--- src/sv/dtq_pkg.sv ---
// Shared types and constants for the deadline timer queue.
`timescale 1ns / 1ps
package dtq_pkg;

	localparam int SLOTS_DEF     = 64;
	localparam int TIME_BITS_DEF = 48;

	localparam logic [15:0] COALESCE_RESET = 16'd100;

	localparam logic [1:0] OP_SUBMIT = 2'd0;
	localparam logic [1:0] OP_CANCEL = 2'd1;
	localparam logic [1:0] OP_TICK   = 2'd2;
	localparam logic [1:0] OP_FLUSH  = 2'd3;

	localparam logic [2:0] ST_FIRED     = 3'd0;
	localparam logic [2:0] ST_ARMED     = 3'd1;
	localparam logic [2:0] ST_CANCELLED = 3'd2;
	localparam logic [2:0] ST_IGNORED   = 3'd3;
	localparam logic [2:0] ST_NOTHING   = 3'd4;
	localparam logic [2:0] ST_ABORTED   = 3'd5;

	localparam logic REG_COALESCE = 1'b0;

	typedef struct packed {
		logic [1:0]  operation;
		logic [5:0]  handle;
		logic [47:0] deadline;
		logic [47:0] now;
	} in_item_t;

	typedef struct packed {
		logic [2:0]  status;
		logic [5:0]  result_handle;
		logic [47:0] next_deadline;
		logic        last;
	} out_item_t;

	// Command broadcast to every cell of the sorted chain
	typedef struct packed {
		logic ins;
		logic rem;
	} cell_cmd_t;

endpackage

--- src/sv/dtq_cell.sv ---
// One cell of the sorted timer chain: holds one timer, shifts with its neighbors.
`timescale 1ns / 1ps
module dtq_cell #(
	parameter int TB = dtq_pkg::TIME_BITS_DEF,
	parameter int HW = 6
) (
	input  logic              clk,
	input  logic              arst_n,
	input  dtq_pkg::cell_cmd_t cmd,
	input  logic [TB-1:0]     new_dl,
	input  logic [HW-1:0]     new_hd,
	input  logic [HW-1:0]     rem_hd,
	input  logic              prev_v,
	input  logic [TB-1:0]     prev_dl,
	input  logic [HW-1:0]     prev_hd,
	input  logic              prev_before,
	input  logic              prev_gone,
	input  logic              next_v,
	input  logic [TB-1:0]     next_dl,
	input  logic [HW-1:0]     next_hd,
	output logic              valid_q,
	output logic [TB-1:0]     dl_q,
	output logic [HW-1:0]     hd_q,
	output logic              ahead,
	output logic              gone
);
	import dtq_pkg::*;

	logic take_prev, take_new, take_next;

	// New key sorts ahead of this cell's timer, or the cell is empty
	assign ahead = !valid_q || (new_dl < dl_q) || ((new_dl == dl_q) && (new_hd < hd_q));
	// Removal point lies at or ahead of this cell
	assign gone = prev_gone || (valid_q && (hd_q == rem_hd));

	assign take_prev = cmd.ins && ahead && prev_before;
	assign take_new  = cmd.ins && ahead && !prev_before;
	assign take_next = !cmd.ins && cmd.rem && gone;

	// Advance occupancy
	always_ff @(posedge clk or negedge arst_n) begin
		if (!arst_n) begin
			valid_q <= 1'b0;
		end else if (take_prev) begin
			valid_q <= prev_v;
		end else if (take_new) begin
			valid_q <= 1'b1;
		end else if (take_next) begin
			valid_q <= next_v;
		end
	end

	// Shift timer payload
	always_ff @(posedge clk) begin
		if (take_prev) begin
			dl_q <= prev_dl;
			hd_q <= prev_hd;
		end else if (take_new) begin
			dl_q <= new_dl;
			hd_q <= new_hd;
		end else if (take_next) begin
			dl_q <= next_dl;
			hd_q <= next_hd;
		end
	end

endmodule
--- config.mk ---
export PLATFORM = sky130hd
export DESIGN_NAME = dtq_cell
export DESIGN_NICKNAME = d
export VERILOG_FILES = /design/src/sv/dtq_pkg.sv /design/src/sv/dtq_cell.sv
export SDC_FILE = /design/constraint.sdc
export NUM_CORES = 1
export LEC_CHECK = 0
export ABC_AREA = 1
export BUFFER_PORTS_ARGS = -buffer_cell sky130_fd_sc_hd__buf_2
export CAP_MARGIN = 20
export CORE_MARGIN = 2
export CORE_UTILIZATION = 48
export CTS_BUF_LIST = sky130_fd_sc_hd__clkbuf_4
export DETAILED_ROUTE_END_ITERATION = 8
export MAX_ROUTING_LAYER = met4
export PLACE_DENSITY_LB_ADDON = 0.05
export SETUP_SLACK_MARGIN = 0.3
export SLEW_MARGIN = 10
export SYNTH_ARGS = -nofsm -noshare
export SYNTH_HDL_FRONTEND = slang
export SYNTH_SLANG_ARGS = --single-unit
--- constraint.sdc ---
create_clock -name clk -period 4.4 [get_ports clk]
set_input_delay 0.44 -clock clk [delete_from_list [all_inputs] [get_ports clk]]
set_output_delay 0.44 -clock clk [all_outputs]
set_load 0.02 [all_outputs]
# Word-level counts from Yosys, hierarchy flattened
# Cells that the tools add are included.
[word_totals] ff_bits=55
[op_classes] eq_ne=2 n_mux=9 order_cmp=2 reduce_logical=14
[ops] operator="$mux 48" n=3
[ops] operator="$eq 48x48->1" n=1
[ops] operator="$lt 48x48->1" n=1
[ops] operator="$mux 6" n=3
[ops] operator="$logic_and 1x1->1" n=7
[ops] operator="$eq 6x6->1" n=1
[ops] operator="$lt 6x6->1" n=1
[ops] operator="$logic_not 1->1" n=3
[ops] operator="$logic_or 1x1->1" n=3
[ops] operator="$mux 1" n=3
[ops] operator="$reduce_bool 3->1" n=1

# Logic depth before layout (Yosys ltp)
[logic_depth] depth_word=7 ltp_mapped=19 ltp_nobuf=18

# Worst setup path after synthesis
# OpenSTA, ideal clock, no wires.
[synth_path] kind="register to register" start="register dl_q[47]" end="register dl_q[0], enable pin" setup_ns=0.413 t_arrival_ns=2.940 n_path_buf=2 stages_incl_launch_ff=13 slack_ns=1.047 cell_sequence="edfxtp_1 > inv_1 > ha_1 > nand2_1 > nor2_1 > nand2_1 > nor4_1 > nand4_1 > nand3_2 > nand2_2 > buf_6 > buf_6 > nand2_1"
[synth_between] elab_chain_len=6
[synth_lines] item="start, declared" line="dtq_cell.sv:22" source="output logic [TB-1:0] dl_q,"
[synth_lines] item="start signal, assigned" line="dtq_cell.sv:56" source="dl_q <= prev_dl;"
[synth_lines] item="start signal, assigned" line="dtq_cell.sv:59" source="dl_q <= new_dl;"
[synth_lines] item="start signal, assigned" line="dtq_cell.sv:62" source="dl_q <= next_dl;"
[synth_lines] item="$lt 48x48->1 / $eq 48x48->1 (equally long branches)" line="dtq_cell.sv:32" source="assign ahead = !valid_q || (new_dl < dl_q) || ((new_dl == dl_q) && (new_hd < hd_q));"
[synth_lines] item="$logic_or 1x1->1 / $logic_and 1x1->1 (equally long branches)" line="dtq_cell.sv:32"
[synth_lines] item="$logic_or 1x1->1 *" line="dtq_cell.sv:32"
[synth_lines] item="$logic_and 1x1->1 *" line="dtq_cell.sv:36, dtq_cell.sv:37"
[synth_lines] item="$logic_and 1x1->1, on equally long branches" line="dtq_cell.sv:36, dtq_cell.sv:37"
[synth_lines] item="$reduce_bool 3->1 (no source line) *"
# Mark *: on every way between the ends. The rest lies on a longest branch, timed or not.
# A chain may end at the register's enable or synchronous reset.

# Worst setup path after layout
[layout_path] start="register dl_q[45]" end="register valid_q"
[layout_between] elab_chain_len=7
[layout_lines] item="$lt 48x48->1 / $eq 48x48->1 (equally long branches)" line="dtq_cell.sv:32"
[layout_lines] item="$logic_or 1x1->1 / $logic_and 1x1->1 (equally long branches)" line="dtq_cell.sv:32"
[layout_lines] item="$logic_or 1x1->1 *" line="dtq_cell.sv:32"
[layout_lines] item="$logic_and 1x1->1 *" line="dtq_cell.sv:36, dtq_cell.sv:37"
[layout_lines] item="$logic_and 1x1->1" line="dtq_cell.sv:37" source="assign take_new = cmd.ins && ahead && !prev_before;"
[layout_lines] item="$mux 1" line="dtq_cell.sv:46" source="end else if (take_new) begin"
[layout_lines] item="$mux 1" line="dtq_cell.sv:44" source="end else if (take_prev) begin"
[layout_lines] item="end signal, assigned" line="dtq_cell.sv:45" source="valid_q <= prev_v;"
[layout_lines] item="end signal, assigned" line="dtq_cell.sv:49" source="valid_q <= next_v;"
[layout_lines] item="end, declared" line="dtq_cell.sv:21" source="output logic valid_q,"
# Marks and branches as above.

==> impl_metrics.py <==
metrics = {
    "timing": {
        "setup_viol_count_final": 0,
        "finalCriticalPeriod_ns": 3.04,
        "fin_setup_tns_ns": 0,
        "drv_slew": 0,
        "finalCritPeriodShare_pct": 69.0,
        "finalClockSkew_ns": 0.0155,
        "max_slew_margin_pct": 32.3,
        "setup_slack_ns": 1.36,
        "worst_slew_pin_slew_ns": 1.02,
        "rsz0062_at_grt": "false",
        "hold_viol": 0,
        "max_freq_ghz": 0.329,
    },
    "global_routing": {
        "grtUsageMet2_pct": 44.6,
        "track_usage_pct": 26.9,
        "grtUsageMet3_pct": 3.86,
        "grt_pass1_wl_um": 21300,
        "grt_max_degree": 62,
        "grt_pass1_vias": 4496,
        "grt.busiest_layer": "met2",
        "overflow": 0,
        "grtUsageMet1_pct": 33.8,
        "antenna_found_initial": 1,
    },
    "setup_path": {
        "endpoint_kind": "flip-flop",
        "crit_start": "dl_q[45]",
        "path_max_fanout": 56,
        "setup.worst_path.start_class": "flip-flop",
        "required_ns": 4.69,
        "crit_arrival_ns": 3.33,
        "r2r-end": "valid_q",
        "r2r-start": "dl_q[45]",
        "reg2regPathDepth": 16,
        "rrSetupSlack_ns": 1.36,
        "crit_type": "reg2reg",
    },
    "logic_synthesis": {
        "synthSimpleGateAreaFrac_pct": 33.9,
        "ys_seq_elements": 55,
        "ys_seq_area_share_pct": 36.0,
        "syn-mean-instance-area_um2": 7.97,
        "netlist-cell-type-count": 25,
        "synthCells": 574,
        "synth_compound_area_share_pct": 4.18,
        "synth_fa_ha_area_share_pct": 14.5,
        "synth_area_um2": 4580,
        "yosysWarnings": 0,
        "muxShareOfSynthArea_pct": 0,
        "synth_flop_cell": "edfxtp_1",
        "synth_xor_area_share_pct": 0.957,
        "syn_nets": 803,
        "synth_top_family_by_area": "simple AND/OR/NAND/NOR gates",
        "synth_edf_count": 54,
        "async_reset_ff_share_pct": 1.82,
    },
    "final_layout": {
        "final_common_cell": "buf_2",
        "layout_common_cells": "buf_2, nand2_1, nand4_1",
        "areaGrowthSynthToFinish_pct": 27.5,
        "fin_cells": 911,
        "drive_gt1_share_pct": 32.1,
        "fin_nets": 1008,
        "fin_util_pct": 63.1,
    },
    "clocking": {
        "cts_buffers": 5,
        "ctsResizeCount": 0,
        "root_buffer": "clkbuf_4",
        "worstSkewPairLatency_ns": 0.39,
        "cts.sinks": 55,
        "htreeDepth": 2,
        "cts_tree": "yes",
        "clk_pin_slew_ns": 0.16,
        "cts_buffer_depth": 2,
        "post_cts.repair.setup_buffers": 0,
    },
    "place": {
        "dp_cells": 900,
        "pre_cts_slack_ns": 1.21,
        "portBuffers": 232,
        "place_hpwl_um": 10100,
        "place_congestion": 0.866,
    },
    "power_and_ir_drop": {
        "leakage_nw": 3.03,
        "vdd_drop_max_mv": 0.236,
        "powerDensity_nw_per_um2": 339,
        "finalPower_mw": 1.98,
    },
    "route": {
        "drt_wl_total_um": 13500,
        "avgRoutedWirePerCell_um": 14.9,
        "drc": 0,
        "ant_nets": 0,
        "vias": 4984,
        "drt_iter0_drc": 273,
        "drtPass1Iterations": 5,
        "vias_per_cell": 5.47,
    },
    "floorplan": {
        "die-area_um2": 10300,
        "initial_core_util_pct": 49.5,
        "placementRows": 35,
        "die_w_um": 102,
        "die-height_um": 102,
        "ios": 233,
        "core_area_um2": 9240,
    },
    "hold_path": {
        "hold_path_startpoint": "next_dl[14]",
        "min_path_cells": 3,
        "min_to": "dl_q[14]",
        "hp-class": "in2reg",
    },
    "job": {
        "max_cap_violations": 0,
    },
    "run_status": {
        "status": "finished clean",
    },
}
==> state kept, by name, summed over array words and instances (netlist names) <==
| name | count |
|---|---|
| valid_q | 1 |
| hd_q | 6 |
| dl_q | 48 |
==> area by class of cell <==
cell class / instances / area [µm²]
Inverter: 73 / 274
Sequential cell: 55 / 1650
Multi-Input combinational cell: 405 / 2460
Clock buffer: 7 / 52.6
Tap cell: 129 / 161
Fill cell: 862 / 3410
Antenna cell: 2 / 5.00
Timing Repair Buffer: 239 / 1230
Clock inverter: 1 / 5.00
==> where the power goes <==
part           switching, mW  total, mW  internal, mW  leakage, nW
logic                  0.619      0.956         0.337         2.45
registers             0.0628      0.785         0.722        0.543
clock network          0.163      0.238        0.0752       0.0361
==> worst max-delay path by stage <==
stage / endpoint / slack [ns]
global placement: valid_q / 1.38
global route: valid_q / 1.07
finish: valid_q / 1.36
CTS: valid_q / 1.36
floorplan: dl_q[0] / 1.05
detailed placement: valid_q / 1.21
==> worst max-delay path, stage by stage, from the launching register on <==
cell and delay [ns]:
edfxtp_1 0.41, inv_1 0.06, ha_1 0.30, nand2_1 0.06, nor2_1 0.17, nand2_1 0.15
nor2_1 0.16, nand2_1 0.08, clkinv_1 0.04, nand2_1 0.04, nand3_1 0.10, nand3_4 0.29
nand2_2 0.17, buf_4 0.53, o21ai_0 0.23, nand2_1 0.10, nand2_1 0.05
==> cells by family (layout without fill, tap and decap cells) <==
kind of cell	count (synthesis)	after routing
other	0	2
xor gates and xnor gates	5	5
DFF	55	55
AOI/OAI and AO/OA	35	35
adders and majority gates	53	53
and+or+nand+nor	312	312
buffers and inverters	114	320
==> synth_stat cells, drive strengths merged (2+ instances only) <==
master / number / share of area, %
a21o: 2 / 0.33
a21oi: 23 / 2.5
buf: 27 / 3.4
clkbuf: 14 / 1.1
edfxtp: 54 / 35
ha: 53 / 14
inv: 72 / 5.9
nand2: 119 / 9.8
nand3: 59 / 6.6
nand4: 116 / 16
nor2: 16 / 1.3
o21a: 2 / 0.33
o21ai: 6 / 0.66
xnor2: 5 / 0.96
==> what timing repair did <==
action                     4_1_cts  5_1_grt
setup endpoints to repair        0        0
hold endpoints to repair         1        0
hold buffers                     1        0
==> per-layer routing <==
layer,up-vias,part of all wire [%],wire length (µm)
li1,2470,-,-
met1,2251,41,5590
met2,244,48,6540
met3,19,8.7,1180
met4,0,1.8,238
met5,-,0,0
==> metrics by stage <==
stage / instance area (µm²) / hold WS [ns]
final: 5830 / 0.329
after global routing: 5830 / 0.314
after CTS: 5830 / 0.328
after detailed placement: 5760 / 0.225
after global placement: 5760 / 0.226
after floorplan: 4580 / 0.144
No activity file was read; power rests on OpenSTA's default activity.
